<file path="src/rtl/smou_pkg.sv">
// ----------------------------------------------------------------------------
// Small matrix operation unit package
// Function codes, payload types and the pipeline tag shared by all modules.
// ----------------------------------------------------------------------------
package smou_pkg;

   typedef logic [2:0]         func_type;
   typedef logic signed [15:0] elem_type;
   typedef logic signed [32:0] result_type;
   typedef logic [1:0]         coord_type;

   localparam func_type FUNC_WRITE_A = 3'd0;
   localparam func_type FUNC_WRITE_B = 3'd1;
   localparam func_type FUNC_ADD     = 3'd2;
   localparam func_type FUNC_MUL     = 3'd3;
   localparam func_type FUNC_TRANS   = 3'd4;
   localparam func_type FUNC_SEARCH  = 3'd5;
   localparam func_type FUNC_SUM     = 3'd6;

   typedef struct packed {
      logic      valid;
      func_type  op;
      logic      which;
      coord_type row;
      coord_type col;
      logic      first;
      logic      emit;
      logic      tail;
      elem_type  key;
   } tag_type;

endpackage

</file>
<file path="src/rtl/smou_ram.sv">
// ----------------------------------------------------------------------------
// Small matrix operation unit element memory
// One write port and one registered read port holding one matrix.
// ----------------------------------------------------------------------------
module smou_ram #(
   parameter int DEPTH = 9,
   parameter int AW    = 4
) (
   input  logic               clock,
   input  logic               we,
   input  logic [AW-1:0]      waddr,
   input  smou_pkg::elem_type wdata,
   input  logic               re,
   input  logic [AW-1:0]      raddr,
   output smou_pkg::elem_type rdata
);
   import smou_pkg::*;

   elem_type mem [DEPTH];
   elem_type rdata_ff;

   always_ff @(posedge clock) begin
      if (we) begin
         mem[waddr] <= wdata;
      end
      if (re) begin
         rdata_ff <= mem[raddr];
      end
   end

   assign rdata = rdata_ff;

endmodule

</file>
<file path="config.mk">
export PLATFORM = sky130hd
export DESIGN_NAME = smou_ram
export DESIGN_NICKNAME = d
export VERILOG_FILES = /design/src/rtl/smou_pkg.sv /design/src/rtl/smou_ram.sv
export SDC_FILE = /design/constraint.sdc
export NUM_CORES = 1
export LEC_CHECK = 0
export ABC_AREA = 0
export BUFFER_PORTS_ARGS = -buffer_cell sky130_fd_sc_hd__buf_4
export CORE_MARGIN = 10
export CORE_UTILIZATION = 60
export CTS_BUF_LIST = sky130_fd_sc_hd__clkbuf_4 sky130_fd_sc_hd__clkbuf_8
export DETAILED_ROUTE_END_ITERATION = 6
export PLACE_DENSITY = 0.81
export SLEW_MARGIN = 5
export SYNTH_ARGS = -nofsm -noshare
export SYNTH_HDL_FRONTEND = slang
export SYNTH_SLANG_ARGS = --single-unit
</file>
<file path="constraint.sdc">
create_clock -name clock -period 6 [get_ports clock]
set_input_delay 1.8 -clock clock [delete_from_list [all_inputs] [get_ports clock]]
set_output_delay 1.8 -clock clock [all_outputs]
set_load 0.005 [all_outputs]
</file>
==> metrics.log, run 1 <==
[metrics] placed wire-length estimate after detailed placement: around 6400 um
[metrics] Max-Slew Margin vs Limit: between 30 and 40%
[metrics] post-synth design cell area: around 6200 um2
[metrics] outcome: finished clean
[metrics] average cell area after synthesis: approximately 19 um2
[metrics] final core occ: 71.5%
[metrics] post-detailed-routing wire length: ~12,000 um
[metrics] largest net degree at the start of global routing: between 60 and 70
[metrics] vertical extent of the die: 122 um
[metrics] number of vias in the routed layout: between 3,000 and 4,000
[metrics] depth of the most critical reg-to-reg path: 3
[metrics] count of max-cap constraint violations: 0
[metrics] dominant cell type by area after synthesis: sky130_fd_sc_hd__edfxtp_1
[metrics] Reg2Reg Setup Slack: around 4800 ps
[metrics] number of clock sinks seen by CTS: 160
[metrics] average vias per placed instance: between 5 and 6
[metrics] total number of placement rows: 36
[metrics] Post-CTS Repair Setup Buffers: 0
[metrics] number of nets in the layout: just over 400
[metrics] DP Area: about 6600 um2
[metrics] largest buffer count on any clock path: 2
[metrics] setup violators final: 0
[metrics] area share of the largest cell type after synthesis: between 70% and 80%
[metrics] synthesized instance count: about 320
[metrics] clock tree from TritonCTS: done
[metrics] DR pass1 iterations: 4
[metrics] TritonCTS buffer count: 17
[metrics] final period utilization: 53.0%
[metrics] commonest non-fill, non-tap cells in the layout: sky130_fd_sc_hd__edfxtp_1, sky130_fd_sc_hd__buf_4, sky130_fd_sc_hd__mux2i_1, sky130_fd_sc_hd__mux2_2, sky130_fd_sc_hd__nand2_1
[metrics] Antenna diodes: 0
[metrics] transition time of the tightest slew-check pin: roughly 990 ps
[metrics] number of warnings reported in the yosys synthesis log: 0
[metrics] worst vdd rail ir drop: roughly 0.16 mV
[metrics] starting density of the core: about 62%
[metrics] antenna violations before repair: 0
[metrics] Post-route DRC: 0
[metrics] Worst Setup Slack post-DPL: between 2000 and 2500 ps
[metrics] Synthesized Nets: 350
[metrics] cell count after placement: a little under 500
[metrics] most frequent standard cell in the layout excluding fill and tap cells: sky130_fd_sc_hd__edfxtp_1
[metrics] weighted congestion at the end of routability-driven global placement: 0.682
[metrics] leakage power summed over all cells: ~2.4 nW
[metrics] Critical Path Start: raddr[0]
[metrics] root cell of the clock tree: sky130_fd_sc_hd__clkbuf_8
[metrics] post-layout instance area: between 7000 and 8000 um2
[metrics] power density normalized to cell area: ~320 nW/um2
[metrics] top post-synthesis cells by area: sky130_fd_sc_hd__edfxtp_1, sky130_fd_sc_hd__mux2_2, sky130_fd_sc_hd__mux2i_1
[metrics] worst setup path endpoint: rdata[5]$_DFFE_PP_
[metrics] fraction of layout instances using a drive strength above 1: 33.2%
[metrics] boundary pin count: 43
[metrics] Max Clk Rate: around 310 MHz
[metrics] Synth Register Bits: 160
[metrics] setup tns final: 0 ps
[metrics] Arrival @ worst endpoint: 3340 ps
[metrics] vias in the first global route: around 3,300
[metrics] RR Startpoint: mem[5][5]$_DFFE_PP_
[metrics] global-route usage over all layers: 16.7%
[metrics] number of gates given a new drive strength after cts: 0
[metrics] portion of the post-synthesis area used by sequential elements: 77.7%
[metrics] worst-path fanout max: between 60 and 70
[metrics] count of antenna-violating nets left after detailed routing: 0
[metrics] worst setup path class: input port to flip-flop
[metrics] cts hold-fix bufs: 0
[metrics] number of hold violations in the final report: 0
[metrics] crit end category: flip-flop
[metrics] full die area: between 10,000 and 15,000 um2
[metrics] number of different library cells in the post-synthesis netlist: 20
[metrics] Final Power: around 2.3 mW
[metrics] post-route worst hold slack: between 500 and 600 ps
[metrics] maximum level of the CTS H-tree: 4
[metrics] DRC marker count from the first detailed-route iteration: 319
[metrics] horizontal die dimension: approximately 120 um
[metrics] Critical Path Max Stage Delay: 730 ps
[metrics] Layout Cells excl Fill: approximately 520
[metrics] wire per inst: ~23 um
[metrics] clock tree skew after final layout: 16.1 ps
[metrics] sequence of cells on the critical path: buf_4 -> mux2_2 -> o22ai_1 -> o31ai_2
[metrics] first-pass GRT wire length: roughly 18,000 um
[metrics] RSZ-0062 raised after global routing: no
[metrics] element type at the critical path start: input port
[metrics] Skew-Pair Late Insertion Delay: 430 ps
[metrics] Final Critical Period: about 3200 ps
[metrics] Req. time, crit path: between 6000 and 7000 ps
[metrics] clock edge transition at the registers on the reported setup and hold paths: about 90 ps
[metrics] Hold WC Path Type: flip-flop to flip-flop
[metrics] synth-to-layout area growth: 14.6%
[metrics] end of the worst register-to-register path: rdata[5]$_DFFE_PP_
[metrics] Slowest-stage cell, CP: sky130_fd_sc_hd__buf_4
[metrics] IO Port Bufs: 42
[metrics] Final Max Tran Viols: 0
[metrics] post-layout worst setup margin: between 2000 and 3000 ps
[metrics] # fillers: 587
[metrics] placeable core region: 9910 um2
[metrics] overall overflow remaining after global route: 0
cell usage after synthesis:
cell type	number
sky130_fd_sc_hd__clkbuf_1	6
sky130_fd_sc_hd__clkbuf_2	1
sky130_fd_sc_hd__o31ai_2	11
sky130_fd_sc_hd__nor2_1	7
sky130_fd_sc_hd__nand2b_1	3
sky130_fd_sc_hd__o31ai_1	5
sky130_fd_sc_hd__buf_2	2
sky130_fd_sc_hd__mux2_2	32
sky130_fd_sc_hd__mux2i_1	32
sky130_fd_sc_hd__buf_8	3
sky130_fd_sc_hd__nand3b_1	1
sky130_fd_sc_hd__nor3_1	2
sky130_fd_sc_hd__buf_6	4
sky130_fd_sc_hd__edfxtp_1	160
sky130_fd_sc_hd__or3b_2	1
sky130_fd_sc_hd__nand2_1	19
sky130_fd_sc_hd__nor4_1	1
sky130_fd_sc_hd__a22o_1	16
sky130_fd_sc_hd__nor2b_1	1
sky130_fd_sc_hd__o22ai_1	16
cell type report:
cell class | count | area [um2] | area share (%)
sequential | 160 | 4800 | 67.8
multi-input combinational | 147 | 1270 | 17.9
timing repair buffer | 53 | 398 | 5.61
clock buffer | 18 | 241 | 3.41
clock inverter | 13 | 211 | 2.98
tap | 133 | 166 | 2.35
per-layer routing:
metal / up-vias / GRT usage (%) / routed length (um)
met2: 127 / 25.9 / 5960
met5: - / 0 / 0
met1: 1570 / 22.1 / 4800
met4: 0 / 7.68 / 176
li1: 1409 / - / -
met3: 16 / 3.77 / 885
cell families after synthesis:
group / Yosys count / share of synthesized area, %
compound gates: 48 / 6.72
buf+inv: 16 / 2.06
flops: 160 / 77.7
mux: 64 / 11.0
simple gates: 35 / 2.51
worst min path at each step:
stage	start	endpoint	slack, ps	depth (start not counted)
3_5_place_dp	mem[8][6]$_DFFE_PP_	rdata[6]$_DFFE_PP_	520	2
6_report	mem[8][1]$_DFFE_PP_	rdata[1]$_DFFE_PP_	540	2
5_1_grt	mem[8][10]$_DFFE_PP_	rdata[10]$_DFFE_PP_	560	2
3_3_place_gp	mem[8][1]$_DFFE_PP_	rdata[1]$_DFFE_PP_	500	2
2_1_floorplan	mem[8][0]$_DFFE_PP_	rdata[0]$_DFFE_PP_	500	2
4_1_cts	mem[8][1]$_DFFE_PP_	rdata[1]$_DFFE_PP_	540	2
where the power goes:
group          switching [mW]  total (mW)  internal, mW
clock network           0.385       0.885         0.500
registers             0.00745        1.27          1.26
logic                  0.0712       0.127        0.0561
total                   0.464        2.28          1.81
flip-flops by register name, indices dropped and copies added, names as in the netlist:
signal,flops
mem,144
rdata,16
worst max-delay path, delay by kind of cell:
kind,cells,cell delay [ps]
mux,1,420
buf+inv,1,730
compound gates,2,340
Note: power is estimated with default switching activity, not from simulation.
==> run 2: changes to the inputs <==
==> constraint.sdc (replaced) <==
create_clock -name clock -period 3.35 [get_ports clock]
set_input_delay 1.005 -clock clock [delete_from_list [all_inputs] [get_ports clock]]
set_output_delay 1.005 -clock clock [all_outputs]
set_load 0.005 [all_outputs]
==> metrics.log, run 2 (synthesized netlist as in run 1, its figures left out) <==
[metrics] average vias per placed instance: 5.94 (was 5.96)
[metrics] DRC marker count from the first detailed-route iteration: 256 (was 319)
[metrics] DP Area: 6660 um2 (was 6640 um2)
[metrics] number of clock sinks seen by CTS: 160 (unchanged)
[metrics] TritonCTS buffer count: 17 (unchanged)
[metrics] power density normalized to cell area: 557 nW/um2 (was 321 nW/um2)
[metrics] post-detailed-routing wire length: 12,000 um (was 11,800 um)
[metrics] Final Max Tran Viols: 0 (unchanged)
[metrics] sequential power share: 57.5% (was 55.6%)
[metrics] highest metal layer used by the detailed router: met4 (unchanged)
[metrics] Req. time, crit path: 3530 ps (was 6160 ps)
[metrics] metal2 WL: 6150 um (was 5960 um)
[metrics] commonest non-fill, non-tap cells in the layout: sky130_fd_sc_hd__edfxtp_1, sky130_fd_sc_hd__buf_4, sky130_fd_sc_hd__mux2i_1, sky130_fd_sc_hd__mux2_2, sky130_fd_sc_hd__nand2_1 (unchanged)
[metrics] number of vias in the routed layout: 3,123 (was 3,122)
[metrics] starting density of the core: 62.4% (unchanged)
[metrics] Slowest-stage cell, CP: sky130_fd_sc_hd__mux2_2 (was sky130_fd_sc_hd__buf_4)
[metrics] Post-CTS Repair Setup Buffers: 0 (unchanged)
[metrics] Arrival @ worst endpoint: 2300 ps (was 3340 ps)
[metrics] clock network fraction of total power: 36.6% (was 38.9%)
[metrics] number of nets in the layout: 408 (was 406)
[metrics] post-layout instance area: 7070 um2 (was 7090 um2)
[metrics] count of max-cap constraint violations: 0 (unchanged)
[metrics] Int Power: 3.15 mW (was 1.81 mW)
[metrics] worst setup path class: input port to flip-flop (unchanged)
[metrics] Skew-Pair Late Insertion Delay: 440 ps (was 430 ps)
[metrics] clock tree skew after final layout: 6.74 ps (was 16.1 ps)
[metrics] worst-path fanout max: 22 (was 64)
[metrics] Final Critical Period: approximately 2100 ps
[metrics] element type at the critical path start: input port (unchanged)
[metrics] clock edge transition at the registers on the reported setup and hold paths: 80 ps (was 90 ps)
[metrics] first-pass GRT wire length: 18,300 um (was 18,500 um)
[metrics] worst vdd rail ir drop: 0.330 mV (was 0.163 mV)
[metrics] count of antenna-violating nets left after detailed routing: 0 (unchanged)
[metrics] overall overflow remaining after global route: 0 (unchanged)
[metrics] full die area: 14,800 um2 (unchanged)
[metrics] largest buffer count on any clock path: 2 (unchanged)
[metrics] most frequent standard cell in the layout excluding fill and tap cells: sky130_fd_sc_hd__edfxtp_1 (unchanged)
[metrics] DR pass1 iterations: 5 (was 4)
[metrics] cts hold-fix bufs: 0 (unchanged)
[metrics] vertical extent of the die: 122 um (unchanged)
[metrics] crit end category: flip-flop (unchanged)
[metrics] transition time of the tightest slew-check pin: 884 ps (was 991 ps)
[metrics] Antenna diodes: 0 (unchanged)
[metrics] Final Power: 3.94 mW (was 2.28 mW)
[metrics] Post-route DRC: 0 (unchanged)
[metrics] post-layout worst setup margin: 1230 ps (was 2820 ps)
[metrics] leakage power summed over all cells: 2.45 nW (about the same)
[metrics] setup tns final: 0 ps (unchanged)
[metrics] root cell of the clock tree: sky130_fd_sc_hd__clkbuf_8 (unchanged)
[metrics] number of hold violations in the final report: 0 (unchanged)
[metrics] fraction of layout instances using a drive strength above 1: 33.1% (was 33.2%)
[metrics] Metal-1 WL: 4840 um (was 4800 um)
[metrics] antenna violations before repair: 0 (unchanged)
[metrics] Combinational Power Share: 5.9% (was 5.6%)
[metrics] placed wire-length estimate after detailed placement: 6570 um (was 6440 um)
[metrics] Worst Setup Slack post-DPL: 810 ps (was 2430 ps)
[metrics] largest net degree at the start of global routing: 35 (was 65)
[metrics] Met3 Wirelength: 827 um (was 885 um)
[metrics] Hold WC Path Type: flip-flop to flip-flop (unchanged)
[metrics] global-route usage over all layers: 17.0% (was 16.7%)
[metrics] final period utilization: between 60% and 70%
[metrics] IO Port Bufs: 42 (unchanged)
[metrics] switching power: 791 uW (was 464 uW)
[metrics] setup violators final: 0 (unchanged)
[metrics] boundary pin count: 43 (unchanged)
[metrics] synth-to-layout area growth: 14.3% (was 14.6%)
[metrics] outcome: finished clean (unchanged)
[metrics] Biggest register: mem (unchanged)
[metrics] switching power share of the total: 20.1% (was 20.4%)
[metrics] sequence of cells on the critical path: buf_4 -> buf_4 -> mux2_2 -> o22ai_1 -> o31ai_1 (was buf_4 -> mux2_2 -> o22ai_1 -> o31ai_2)
[metrics] weighted congestion at the end of routability-driven global placement: 0.708 (was 0.682)
[metrics] wire per inst: 22.7 um (was 22.6 um)
[metrics] RSZ-0062 raised after global routing: no (unchanged)
[metrics] maximum level of the CTS H-tree: 4 (unchanged)
[metrics] Max Clk Rate: ~470 MHz
[metrics] clock tree from TritonCTS: done (unchanged)
[metrics] Critical Path Max Stage Delay: 360 ps (was 730 ps)
[metrics] library cell appearing most often on the critical path: sky130_fd_sc_hd__buf_4
[metrics] Max-Slew Margin vs Limit: 41.1% (was 34.0%)
[metrics] placeable core region: 9910 um2 (unchanged)
[metrics] number of gates given a new drive strength after cts: 0 (unchanged)
[metrics] vias in the first global route: 3,215 (was 3,349)
[metrics] horizontal die dimension: 122 um (unchanged)
[metrics] total number of placement rows: 36 (unchanged)
[metrics] max reg flops: 144 (unchanged)
## run 2: cell count changes in the layout (fill, tap and decap cells not counted), moves of 2 or more
cell / previous run / this run
sky130_fd_sc_hd__clkinv_1: 1 / 3
sky130_fd_sc_hd__clkinvlp_4: 3 / 1
sky130_fd_sc_hd__inv_6: 2 / 0
sky130_fd_sc_hd__clkinv_2: 0 / 5
## run 2: power groups by stage
| stage | clock (mW) | sequential [mW] | combinational (mW) |
|---|---|---|---|
| detailed placement | 0 | 2.31 | 0.230 |
| global route | 1.55 | 2.27 | 0.250 |
| finish | 1.44 | 2.27 | 0.232 |
| floorplan | 0 | 2.31 | 0.127 |
| global placement | 0 | 2.31 | 0.222 |
| CTS | 1.46 | 2.27 | 0.234 |
## run 2: layout make-up
cell class	instances	area, um2
flip-flops and latches	160	4800
fillers	614	2840
multi-input cells	147	1270
repair buffers	55	425
clock buffers	17	234
clock inverters	14	173
well taps	133	166
## run 2: critical path: cells and delay by family
kind | cells | cell delay, ps
AO/OA/AOI/OAI | 2 | 340
buffers and inverters | 2 | 580
multiplexers | 1 | 360
## run 2: layer usage
layer  up-vias  global-route usage, %
li1       1412                      -
met1      1571                   21.2
met2       130                   27.5
met3        10                   4.14
met4         0                   8.05
met5         -                      0
## run 2: final timing paths
kind / start / endpoint / slack, ps / cells after the start
max: raddr[0] / rdata[13]$_DFFE_PP_ / 1230 / 5
min: mem[8][3]$_DFFE_PP_ / rdata[3]$_DFFE_PP_ / 530 / 2
max reg2reg: mem[5][13]$_DFFE_PP_ / rdata[13]$_DFFE_PP_ / 2080 / 3
min reg2reg: mem[8][3]$_DFFE_PP_ / rdata[3]$_DFFE_PP_ / 530 / 2
## run 2: metrics by stage
stage                     util, %  std cells  hold WS [ps]
after floorplan                 -        323           498
after global placement       67.2        495           506
after detailed placement     67.2        495           514
after CTS                    71.4        526           532
after global routing         71.4        526           573
final                        71.4        526           530
