===== src/rtl/smou_pkg.sv =====
// ----------------------------------------------------------------------------
// Small matrix operation unit package
// Function codes, payload types and the pipeline tag shared by all modules.
// ----------------------------------------------------------------------------
package smou_pkg;

   typedef logic [2:0]         func_type;
   typedef logic signed [15:0] elem_type;
   typedef logic signed [32:0] result_type;
   typedef logic [1:0]         coord_type;

   localparam func_type FUNC_WRITE_A = 3'd0;
   localparam func_type FUNC_WRITE_B = 3'd1;
   localparam func_type FUNC_ADD     = 3'd2;
   localparam func_type FUNC_MUL     = 3'd3;
   localparam func_type FUNC_TRANS   = 3'd4;
   localparam func_type FUNC_SEARCH  = 3'd5;
   localparam func_type FUNC_SUM     = 3'd6;

   typedef struct packed {
      logic      valid;
      func_type  op;
      logic      which;
      coord_type row;
      coord_type col;
      logic      first;
      logic      emit;
      logic      tail;
      elem_type  key;
   } tag_type;

endpackage


===== src/rtl/smou_if.sv =====
// ----------------------------------------------------------------------------
// Small matrix operation unit channels
// Valid/ready interfaces for the command and result channels.
// ----------------------------------------------------------------------------
interface smou_req_if;
   logic               valid;
   logic               ready;
   smou_pkg::func_type func;
   smou_pkg::elem_type value;
   logic [1:0]         row;
   logic [1:0]         col;
   logic               which;

   modport source (output valid, func, value, row, col, which, input ready);
   modport sink   (input valid, func, value, row, col, which, output ready);
endinterface



===== src/rtl/smou_seq.sv =====
// ----------------------------------------------------------------------------
// Small matrix operation unit sequencer
// Accepts commands, performs element writes and walks the read addresses.
// ----------------------------------------------------------------------------
module smou_seq #(
   parameter int DIM = 3,
   parameter int IW  = 2,
   parameter int AW  = 4
) (
   input  logic               clock,
   input  logic               reset,
   smou_req_if.sink           req_ch,
   input  logic               adv,
   input  logic               pipe_done,
   output smou_pkg::tag_type  tag0,
   output logic               we_a,
   output logic               we_b,
   output logic [AW-1:0]      waddr,
   output smou_pkg::elem_type wdata,
   output logic [AW-1:0]      raddr_a,
   output logic [AW-1:0]      raddr_b
);
   import smou_pkg::*;

   typedef enum logic [2:0] {
      ST_IDLE  = 3'b001,
      ST_ISSUE = 3'b010,
      ST_DRAIN = 3'b100
   } state_type;

   state_type      state_ff, state_in;
   func_type       op_ff, op_in;
   logic           which_ff, which_in;
   elem_type       key_ff, key_in;
   logic [IW-1:0]  i_ff, i_in, j_ff, j_in, k_ff, k_in;
   logic [IW-1:0]  kmax;
   logic           accept, wr_ok, is_compute, i_end, j_end, k_end, last0;

   assign req_ch.ready = (state_ff == ST_IDLE);
   assign accept       = req_ch.valid && req_ch.ready;
   assign wr_ok        = (int'(req_ch.row) < DIM) && (int'(req_ch.col) < DIM);
   assign is_compute   = req_ch.func inside {[FUNC_ADD:FUNC_SUM]};

   assign we_a  = accept && (req_ch.func == FUNC_WRITE_A) && wr_ok;
   assign we_b  = accept && (req_ch.func == FUNC_WRITE_B) && wr_ok;
   assign waddr = AW'(int'(req_ch.row) * DIM + int'(req_ch.col));
   assign wdata = req_ch.value;

   assign kmax  = (op_ff == FUNC_MUL) ? IW'(DIM - 1) : '0;
   assign i_end = (i_ff == IW'(DIM - 1));
   assign j_end = (j_ff == IW'(DIM - 1));
   assign k_end = (k_ff == kmax);
   assign last0 = i_end && j_end && k_end;

   always_comb begin
      case (op_ff)
         FUNC_MUL: begin
            raddr_a = AW'(int'(i_ff) * DIM + int'(k_ff));
            raddr_b = AW'(int'(k_ff) * DIM + int'(j_ff));
         end
         FUNC_TRANS: begin
            raddr_a = AW'(int'(j_ff) * DIM + int'(i_ff));
            raddr_b = AW'(int'(j_ff) * DIM + int'(i_ff));
         end
         default: begin
            raddr_a = AW'(int'(i_ff) * DIM + int'(j_ff));
            raddr_b = AW'(int'(i_ff) * DIM + int'(j_ff));
         end
      endcase
   end

   always_comb begin
      tag0.valid = (state_ff == ST_ISSUE);
      tag0.op    = op_ff;
      tag0.which = which_ff;
      tag0.row   = 2'(i_ff);
      tag0.col   = 2'(j_ff);
      tag0.key   = key_ff;
      tag0.tail  = last0;
      case (op_ff)
         FUNC_MUL: begin
            tag0.first = (k_ff == '0);
            tag0.emit  = k_end;
         end
         FUNC_SUM, FUNC_SEARCH: begin
            tag0.first = (i_ff == '0) && (j_ff == '0);
            tag0.emit  = last0;
         end
         default: begin
            tag0.first = 1'b1;
            tag0.emit  = 1'b1;
         end
      endcase
   end

   always_comb begin
      state_in = state_ff;
      op_in    = op_ff;
      which_in = which_ff;
      key_in   = key_ff;
      i_in     = i_ff;
      j_in     = j_ff;
      k_in     = k_ff;
      case (state_ff)
         ST_IDLE: begin
            if (accept && is_compute) begin
               state_in = ST_ISSUE;
               op_in    = req_ch.func;
               which_in = req_ch.which;
               key_in   = req_ch.value;
               i_in     = '0;
               j_in     = '0;
               k_in     = '0;
            end
         end
         ST_ISSUE: begin
            if (adv) begin
               if (!k_end) begin
                  k_in = k_ff + IW'(1);
               end else begin
                  k_in = '0;
                  if (!j_end) begin
                     j_in = j_ff + IW'(1);
                  end else begin
                     j_in = '0;
                     if (!i_end) begin
                        i_in = i_ff + IW'(1);
                     end else begin
                        i_in     = '0;
                        state_in = ST_DRAIN;
                     end
                  end
               end
            end
         end
         ST_DRAIN: begin
            if (pipe_done) begin
               state_in = ST_IDLE;
            end
         end
         default: begin
            state_in = ST_IDLE;
         end
      endcase
   end

   always_ff @(posedge clock) begin
      if (reset) begin
         state_ff <= ST_IDLE;
      end else begin
         state_ff <= state_in;
      end
      op_ff    <= op_in;
      which_ff <= which_in;
      key_ff   <= key_in;
      i_ff     <= i_in;
      j_ff     <= j_in;
      k_ff     <= k_in;
   end

endmodule


===== src/flat_wrapper.sv =====
// flat-port wrapper written by rule: the top's interface ports become plain ports
module smou_seq_flat import smou_pkg::*;
#(
   parameter int DIM = 3,
   parameter int IW  = 2,
   parameter int AW  = 4
)
  (clock, reset, adv, pipe_done, tag0, we_a, we_b, waddr, wdata, raddr_a, raddr_b, req_ch_valid, req_ch_func, req_ch_value, req_ch_row, req_ch_col, req_ch_which, req_ch_ready);
  smou_req_if req_ch_i ();
  input  logic clock;
  input  logic reset;
  input  logic adv;
  input  logic pipe_done;
  output smou_pkg::tag_type tag0;
  output logic we_a;
  output logic we_b;
  output logic [AW-1:0] waddr;
  output smou_pkg::elem_type wdata;
  output logic [AW-1:0] raddr_a;
  output logic [AW-1:0] raddr_b;
  input wire logic [$bits(req_ch_i.valid)-1:0] req_ch_valid;
  input wire logic [$bits(req_ch_i.func)-1:0] req_ch_func;
  input wire logic [$bits(req_ch_i.value)-1:0] req_ch_value;
  input wire logic [$bits(req_ch_i.row)-1:0] req_ch_row;
  input wire logic [$bits(req_ch_i.col)-1:0] req_ch_col;
  input wire logic [$bits(req_ch_i.which)-1:0] req_ch_which;
  output wire logic [$bits(req_ch_i.ready)-1:0] req_ch_ready;
  assign req_ch_i.valid = req_ch_valid;
  assign req_ch_i.func = req_ch_func;
  assign req_ch_i.value = req_ch_value;
  assign req_ch_i.row = req_ch_row;
  assign req_ch_i.col = req_ch_col;
  assign req_ch_i.which = req_ch_which;
  assign req_ch_ready = req_ch_i.ready;
  smou_seq #(.DIM(DIM), .IW(IW), .AW(AW)) u_core (.clock(clock), .reset(reset), .req_ch(req_ch_i), .adv(adv), .pipe_done(pipe_done), .tag0(tag0), .we_a(we_a), .we_b(we_b), .waddr(waddr), .wdata(wdata), .raddr_a(raddr_a), .raddr_b(raddr_b));
endmodule

===== config.mk =====
export PLATFORM = sky130hd
export DESIGN_NAME = smou_seq_flat
export DESIGN_NICKNAME = d
export VERILOG_FILES = /design/src/rtl/smou_pkg.sv /design/src/rtl/smou_if.sv /design/src/rtl/smou_seq.sv /design/src/flat_wrapper.sv
export SDC_FILE = /design/constraint.sdc
export NUM_CORES = 1
export LEC_CHECK = 0
export BUFFER_PORTS_ARGS = -buffer_cell sky130_fd_sc_hd__buf_4
export CAP_MARGIN = 20
export CORE_ASPECT_RATIO = 0.8
export CORE_UTILIZATION = 35
export CTS_CLUSTER_DIAMETER = 30
export CTS_CLUSTER_SIZE = 24
export DETAILED_ROUTE_END_ITERATION = 8
export PLACE_DENSITY_LB_ADDON = 0.25
export SLEW_MARGIN = 30
export SYNTH_ARGS = -nofsm -noshare
export SYNTH_HDL_FRONTEND = slang
export SYNTH_SLANG_ARGS = --single-unit

===== constraint.sdc =====
create_clock -name clock -period 2.29 [get_ports clock]
set_clock_uncertainty 0.15 [all_clocks]
set_input_delay 0.3435 -clock clock [delete_from_list [all_inputs] [get_ports clock]]
set_output_delay 0.3435 -clock clock [all_outputs]
set_load 0.02 [all_outputs]

==> flow_summary.json, run 1 <==
{
  "post-place-ws_ns": -0.253,
  "yosysWarnings": 0,
  "final_common_cell": "buf_4",
  "hold_buffers": 0,
  "max_freq_mhz": 356,
  "worstMarginPinSlew_ns": 0.489,
  "nets": 308,
  "slew_headroom_pct": 66.5,
  "p_switching_mw": 0.471,
  "first_pass_iters": 8,
  "sw_frac_of_total_pct": 30.8,
  "path_depth": 7,
  "rr_startpoint": "u_core.op_ff[2]",
  "final_cell_mix": "buf_4, edfxtp_1, nand2_1",
  "synth_top_area_share_pct": 41.4,
  "row_count": 23,
  "grt_start_max_net_pins": 21,
  "root_buffer": "clkbuf_8",
  "syn_area_um2": 1890,
  "met1_length_um": 1870,
  "utilization_pct": 54.8,
  "cp.required_ns": 1.80,
  "grt_use_total_pct": 14.6,
  "p_per_area_nw_per_um2": 548,
  "reg2reg_slack_ns": 0.33,
  "seqPwrFrac_pct": 41.3,
  "ys_async_sr_fraction_pct": 0,
  "synth-main-ff-cell": "edfxtp_1",
  "cap_violations": 0,
  "synth_area_per_cell_um2": 11.6,
  "critPathLaunch": "u_core.j_ff[1]",
  "wl_per_cell_um": 13.6,
  "synth.distinct_cells": 38,
  "layout-drive-gt1-share_pct": 51.0,
  "endpoint": "raddr_b[2]",
  "area_delta_synth_final_pct": 48.0,
  "n_antenna_cell": 0,
  "yosys.area.top_type": "edfxtp_1",
  "dp_hpwl_um": 3400,
  "slew_viol_final": 0,
  "gp_congestion": 0.822,
  "cts_buffer_depth": 2,
  "synth-edff-count": 26,
  "setup_violations": 7,
  "synthTopCellsByArea": "edfxtp_1, ha_1, fa_1",
  "synth_nets": 216,
  "syn_inst": 162,
  "path_buf_inv": 2,
  "cp_top_family": "adder cells",
  "clock_latency_ns": 0.27,
  "cp_common_cell": "fa_1",
  "cts_buffers": 5,
  "antenna_found_initial": 0,
  "first_iter_violations": 66,
  "crit_type": "flop to output port",
  "internal-power_mw": 1.06,
  "grt_pass1_vias": 1317,
  "clockPowerShare_pct": 25.0,
  "overflow": 0,
  "ys_seq_elements": 29,
  "worstPathArrival_ns": 2.31,
  "seq_area_frac_synth_pct": 44.6,
  "via_per_inst": 4.74,
  "hold_depth": 1,
  "crit_path_top_delay_cell": "fa_1",
  "wl_met3_um": 245,
  "drcViolationCount": 10,
  "pwr-share-comb_pct": 33.7,
  "hold_ws_ns": 0.0979,
  "grt_first_pass_wirelength_um": 6260,
  "chipWidth_um": 84.1,
  "numPortBuffers": 87,
  "cts_tree": "built",
  "die_y_um": 67.7,
  "rr_endpoint": "u_core.j_ff[0]",
  "vias": 1503,
  "finalCritPeriodShare_pct": 123,
  "htreeDepth": 2,
  "min_path_type": "input pin to flop",
  "clk_pin_slew_worst_paths_ns": 0.06,
  "ant_nets": 0,
  "start_util_pct": 37.0,
  "status": "finished with violations",
  "end_kind": "output port",
  "violations": "DRC, setup timing",
  "cp-start-kind": "flop",
  "drt-total-wl_um": 4310,
  "finalCriticalPeriod_ns": 2.81,
  "worst-path-max-fanout": 3,
  "wl_met2_um": 2150,
  "die_area_um2": 5690,
  "coreArea_um2": 5090,
  "r2r_cells": 4,
  "worst_path_largest_cell_delay_ns": 0.52,
  "grt_setup_unrepaired": "yes",
  "top_layer_used": "met4",
  "cts.sink_count": 29,
  "crit_chain": "fa_1, ha_1, inv_1, fa_1, nand2b_4, o211ai_1, buf_4",
  "setup_ws_ns": -0.517,
  "ir_drop_v": 0.000290,
  "ios": 88,
  "p_leak_nw": 1.25,
  "hold_viol": 0
}
==> stage by stage <==
step | TNS [ns] | total power, mW | area (um^2) | std cells
detailed placement | -0.886 | 1.13 | 2600 | 304
global route | -3.32 | 1.61 | 2790 | 317
floorplan | -0.911 | 0.930 | 1930 | 162
CTS | -2.47 | 1.54 | 2760 | 314
finish | -2.41 | 1.53 | 2790 | 317
global placement | -0.721 | 1.12 | 2600 | 304
==> synthesized netlist by cell type (all sizes together) (2+ instances only) <==
cell and number:
nand2b 2, a31oi 2, inv 12, nand2 19
o21ai 6, edfxtp 26, o211ai 2, nand3 5
nor2 4, a21oi 6, nor3b 5, buf 19
nor2b 5, xor2 2, fa 8, dfxtp 3
xnor2 2, nor3 3, ha 17
==> worst min-delay path by stage <==
stage	slack (ns)	start	to
2_1_floorplan	0.29	req_ch_value[0]	u_core.key_ff[0]
6_report	0.1	req_ch_which	u_core.which_ff
3_3_place_gp	0.37	req_ch_which	u_core.which_ff
3_5_place_dp	0.38	req_ch_which	u_core.which_ff
5_1_grt	0.09	req_ch_value[2]	u_core.key_ff[2]
4_1_cts	0.09	req_ch_which	u_core.which_ff
==> state kept, by name, indices dropped and copies added, names as in the netlist <==
register	cells
u_core.i_ff	2
u_core.j_ff	2
u_core.k_ff	2
u_core.key_ff	16
u_core.op_ff	3
u_core.state_ff	3
u_core.which_ff	1
==> repair_timing <==
item,CTS,global route
pin swaps,8,2
setup buffers,2,3
endpoints found under the setup margin,7,10
gates resized for setup,17,2
==> power groups by stage <==
| stage | clock network (mW) | registers, mW | logic, mW |
|---|---|---|---|
| 6_report | 0.382 | 0.633 | 0.515 |
| 5_1_grt | 0.423 | 0.636 | 0.555 |
| 4_1_cts | 0.396 | 0.634 | 0.511 |
| 3_5_place_dp | 0 | 0.644 | 0.484 |
| 3_3_place_gp | 0 | 0.642 | 0.480 |
| 2_1_floorplan | 0 | 0.678 | 0.251 |
==> kinds of logic (layout without fill, tap and decap cells) <==
kind of cell | Yosys count | count (layout) | synth area share, %
xor gates and xnor gates | 4 | 4 | 2.85
DFF | 29 | 29 | 44.6
AOI/OAI and AO/OA | 23 | 23 | 8.16
adders and majority gates | 25 | 25 | 19.8
buffers and inverters | 31 | 124 | 10.2
and+or+nand+nor | 50 | 50 | 14.5
==> cell type report <==
| class | count | area, um^2 |
|---|---|---|
| sequential | 29 | 841 |
| inverter | 12 | 47.5 |
| multi-input combinational | 102 | 932 |
| timing repair buffer | 104 | 811 |
| fill | 442 | 2300 |
| clock inverter | 3 | 12.5 |
| clock buffer | 5 | 68.8 |
| tap | 62 | 77.6 |
==> routing by layer <==
metal	GRT usage, %	up-vias
met5	0	-
met4	3.88	0
met3	4.40	6
met2	23.9	50
met1	19.1	705
li1	-	742
No activity file was read; power rests on OpenSTA's default activity.
==> inputs of run 2 (changes only) <==
ABC_CLOCK_PERIOD_IN_PS = 2290   (was unset)
TNS_END_PERCENT = 10   (was unset)
==> run 2 against run 1 <==
The run still ends with DRC, setup timing left. Combinational power is 5.6% lower. Cell count is 0.95% lower. Flip-flop and latch count unchanged. Hold slack gained 0.0081 ns. Routed wire length shrank 2.7%. First-iteration DRC count down 1.5%. Setup slack gained 0.032 ns. Sequential share of layout area grew 0.96 points. Largest power group unchanged. Highest routed layer is now met3.
==> flow_summary.json, run 2 (synthesis gave the netlist of run 1 again) <==
{
  "ir_drop_v": 0.000296,
  "reg_top3": "u_core.key_ff x16, u_core.op_ff x3, u_core.state_ff x3",
  "cts.sink_count": 29,
  "worstPathArrival_ns": 2.28,
  "nets": 305,
  "drcViolationCount": 14,
  "p_per_area_nw_per_um2": 555,
  "violations": "DRC, setup timing",
  "cp.required_ns": 1.80,
  "finalCritPeriodShare_pct": 121,
  "multiInputGateArea_um2": 882,
  "via_per_inst": 4.62,
  "endpoint": "raddr_b[2]",
  "cp-start-kind": "flop",
  "chipWidth_um": 84.1,
  "worstMarginPinSlew_ns": 0.525,
  "cts_buffer_depth": 2,
  "cap_violations": 0,
  "first_pass_iters": 6,
  "path_depth": 7,
  "first_iter_violations": 65,
  "gp_congestion": 0.847,
  "wl_met3_um": 221,
  "cp_common_cell": "fa_1",
  "tns_ns": -2.37,
  "setup_violations": 6,
  "overflow": 0,
  "antenna_found_initial": 0,
  "dp_hpwl_um": 3420,
  "end_kind": "output port",
  "ios": 88,
  "area_delta_synth_final_pct": 43.4,
  "finalCriticalPeriod_ns": 2.78,
  "rr_endpoint": "u_core.i_ff[1]",
  "grt_start_max_net_pins": 21,
  "htreeDepth": 2,
  "start_util_pct": 37.0,
  "wl_per_cell_um": 13.4,
  "ant_nets": 0,
  "crit_type": "flop to output port",
  "cp_top_family": "adder cells",
  "crit_path_top_delay_cell": "fa_1",
  "vias": 1450,
  "reg2reg_slack_ns": 0.32,
  "p_leak_nw": 1.22,
  "row_count": 23,
  "grt_setup_unrepaired": "yes",
  "worst_path_largest_cell_delay_ns": 0.56,
  "critPathLaunch": "u_core.j_ff[0]",
  "grt_pass1_vias": 1315,
  "cts_tree": "built",
  "min_path_type": "input pin to flop",
  "slew_headroom_pct": 64.1,
  "status": "finished with violations",
  "top_layer_used": "met3",
  "final_common_cell": "buf_4",
  "worst-path-max-fanout": 2,
  "clock_latency_ns": 0.27,
  "hold_ws_ns": 0.106,
  "r2r_cells": 4,
  "regMostFlops": "u_core.key_ff",
  "wl_met2_um": 2050,
  "setup_ws_ns": -0.485,
  "die_area_um2": 5690,
  "slew_viol_final": 0,
  "n_antenna_cell": 0,
  "grt_first_pass_wirelength_um": 6480,
  "met1_length_um": 1920,
  "max_freq_mhz": 360,
  "crit_chain": "fa_1, ha_1, inv_1, fa_1, nand2b_4, o211ai_1, buf_4",
  "rr_startpoint": "u_core.op_ff[2]",
  "layout-drive-gt1-share_pct": 48.4,
  "path_buf_inv": 2,
  "seqCellArea_um2": 841,
  "drt-total-wl_um": 4190,
  "final_cell_mix": "buf_4, edfxtp_1, nand2_1",
  "power_mw": 1.50,
  "coreArea_um2": 5090,
  "hold_viol": 0,
  "root_buffer": "clkbuf_8",
  "clk_pin_slew_worst_paths_ns": 0.06,
  "numPortBuffers": 87,
  "cts_buffers": 5,
  "utilization_pct": 53.1,
  "grt_use_total_pct": 15.1,
  "die_y_um": 67.7,
  "n_fill_cell": 459,
  "hold_depth": 1,
  "largest_register_ffs": 16
}
## run 2: timing repair
item                       CTS  global route
hold endpoints to repair     0             0
setup endpoints to repair    7             9
setup buffers                0             1
resized for setup            4             9
hold buffers                 0             0
cloned                       0             0
pin swaps                    2             4
## run 2: worst min path at each step
stage | startpoint | end | slack [ns]
global placement | req_ch_which | u_core.which_ff | 0.37
global route | req_ch_value[6] | u_core.key_ff[6] | 0.08
floorplan | req_ch_value[0] | u_core.key_ff[0] | 0.29
CTS | req_ch_which | u_core.which_ff | 0.1
detailed placement | req_ch_which | u_core.which_ff | 0.38
finish | req_ch_value[5] | u_core.key_ff[5] | 0.11
## run 2: final cells by class
class                      instances  area share (%)
tap                               62            2.87
sequential                        29            31.1
multi-input combinational        102            32.6
clock inverter                     3           0.463
clock buffer                       5            2.55
timing repair buffer             101            28.7
inverter                          12            1.67
## run 2: through the flow
step | area, um^2 | setup slack, ns | cells
finish | 2700 | -0.485 | 314
detailed placement | 2570 | -0.188 | 305
floorplan | 1890 | -0.328 | 162
global route | 2700 | -0.574 | 314
CTS | 2660 | -0.479 | 313
global placement | 2570 | -0.166 | 305
## run 2: report_power, final
group	leakage (nW)	internal [mW]	total, mW	switching (mW)
Combinational	0.909	0.225	0.486	0.261
Sequential	0.270	0.614	0.633	0.0183
Clock	0.0430	0.204	0.381	0.178
## run 2: per-layer routing
| metal | global-route usage [%] | vias up |
|---|---|---|
| li1 | - | 731 |
| met1 | 20.1 | 676 |
| met2 | 24.7 | 43 |
| met3 | 5.26 | 0 |
| met4 | 1.94 | 0 |
| met5 | 0 | - |
==> inputs of run 3 (changes only) <==
SETUP_SLACK_MARGIN = 0.5   (was unset)
==> run 3 against run 2 <==
The run still ends with DRC, setup timing left. First-iteration DRC count shrank 3.1%. Routed wire length grew 4.6%. Critical path depth is the same. Flip-flop and latch count is the same. Critical path type unchanged. Highest routed layer is now met4.
==> flow_summary.json, run 3 (synthesis gave the netlist of run 1 again) <==
{
  "status": "finished with violations",
  "violations": "DRC, setup timing",
  "numPortBuffers": 87,
  "cts_tree": "built",
  "pwr-share-comb_pct": 34.2,
  "min_path_type": "input pin to flop",
  "grt_start_max_net_pins": 21,
  "grt_first_pass_wirelength_um": 6580,
  "hold_viol": 0,
  "worstPathArrival_ns": 2.28,
  "gp_congestion": 0.847,
  "overflow": 0,
  "regMostFlops": "u_core.key_ff",
  "setup_violations": 7,
  "cp-start-kind": "flop",
  "final_cell_mix": "buf_4, edfxtp_1, nand2_1",
  "clk_pin_slew_worst_paths_ns": 0.06,
  "end_kind": "output port",
  "hold_depth": 1,
  "cts.sink_count": 29,
  "chipWidth_um": 84.1,
  "finalCriticalPeriod_ns": 2.77,
  "slew_headroom_pct": 77.1,
  "vias": 1458,
  "seqCellArea_um2": 842,
  "cts_buffer_depth": 2,
  "htreeDepth": 2,
  "r2r_cells": 4,
  "crit_type": "flop to output port",
  "ant_nets": 0,
  "ios": 88,
  "die_area_um2": 5690,
  "drcViolationCount": 14,
  "n_fill_cell": 452,
  "clockPowerShare_pct": 24.8,
  "cp.required_ns": 1.80,
  "cts_buffers": 5,
  "n_antenna_cell": 0,
  "reg_top3": "u_core.key_ff x16, u_core.op_ff x3, u_core.state_ff x3",
  "area_delta_synth_final_pct": 50.4,
  "setup_ws_ns": -0.484,
  "place_area_um2": 2570,
  "sw_frac_of_total_pct": 30.9,
  "antenna_found_initial": 0,
  "start_util_pct": 37.0,
  "first_iter_violations": 63,
  "root_buffer": "clkbuf_8",
  "p_leak_nw": 1.24,
  "grt_setup_unrepaired": "yes",
  "grt_use_total_pct": 15.4,
  "grt_pass1_vias": 1328,
  "largest_register_ffs": 16,
  "internal-power_mw": 1.07,
  "die_y_um": 67.7,
  "cap_violations": 0,
  "clock_latency_ns": 0.27,
  "layout-drive-gt1-share_pct": 54.0,
  "first_pass_iters": 6,
  "post-place-ws_ns": -0.188,
  "drt-total-wl_um": 4390,
  "hold_buffers": 0,
  "via_per_inst": 4.64,
  "seqPwrFrac_pct": 41.0,
  "worst-path-max-fanout": 2,
  "p_per_area_nw_per_um2": 544,
  "final_common_cell": "buf_4",
  "row_count": 23,
  "finalInstanceArea_um2": 2840,
  "multiInputGateArea_um2": 980,
  "coreArea_um2": 5090,
  "finalCritPeriodShare_pct": 121,
  "wl_per_cell_um": 14.0,
  "slew_viol_final": 0,
  "p_switching_mw": 0.477,
  "dp_hpwl_um": 3420,
  "ir_drop_v": 0.000303,
  "nets": 305,
  "max_freq_mhz": 360,
  "worstMarginPinSlew_ns": 0.341
}
[run 3: cell counts in the layout (fill, tap and decap cells not counted)]
No cell type changed its count.
[run 3: path summary, 6_finish.rpt]
kind | from | end | slack [ns]
setup / recovery | u_core.i_ff[1] | raddr_b[2] | -0.48
setup reg to reg | u_core.op_ff[0] | u_core.i_ff[0] | 0.51
hold / removal | req_ch_value[5] | u_core.key_ff[5] | 0.11
hold reg to reg | u_core.state_ff[1] | u_core.state_ff[2] | 0.46
[run 3: through the flow]
stage / util, % / setup TNS [ns] / hold slack (ns) / total power, mW / instances
6_report: 55.7 / -2.40 / 0.107 / 1.54 / 314
5_1_grt: 55.7 / -3.21 / 0.0822 / 1.63 / 314
4_1_cts: 53.4 / -2.42 / 0.0970 / 1.52 / 313
3_5_place_dp: 50.4 / -0.869 / 0.379 / 1.11 / 305
3_3_place_gp: 50.4 / -0.668 / 0.372 / 1.11 / 305
2_1_floorplan: - / -1.20 / 0.292 / 0.915 / 162
[run 3: cell type report]
class	instances	share of cell area [%]
Clock buffer	5	2.43
Sequential cell	29	29.7
Clock inverter	3	0.441
Timing Repair Buffer	101	28.6
Multi-Input combinational cell	102	34.5
Inverter	12	1.59
Tap cell	62	2.73
[run 3: what timing repair did]
item / in CTS / in global routing
buffers inserted: 0 / 1
resized for setup: 18 / 27
gates cloned: 0 / 0
setup endpoints to repair: 20 / 32
pin swaps: 6 / 10
[run 3: routing by layer]
metal | wire length (um) | track usage [%]
met5 | 0 | 0
met4 | 27 | 1.94
met3 | 210 | 5.26
met2 | 2210 | 26.0
met1 | 1940 | 20.0
[run 3: power by group through the flow]
stage          registers [mW]  clock network, mW  logic (mW)
6_report                0.633              0.382       0.527
5_1_grt                 0.637              0.425       0.567
4_1_cts                 0.633              0.392       0.496
3_5_place_dp            0.643                  0       0.470
3_3_place_gp            0.642                  0       0.468
2_1_floorplan           0.678                  0       0.236
[run 3: worst max-delay path, cell delays in order (launching register included)]
cell	delay, ns
edfxtp_1	0.45
fa_1	0.54
ha_1	0.13
inv_1	0.05
fa_1	0.48
nand2b_4	0.12
o211ai_1	0.08
buf_4	0.17
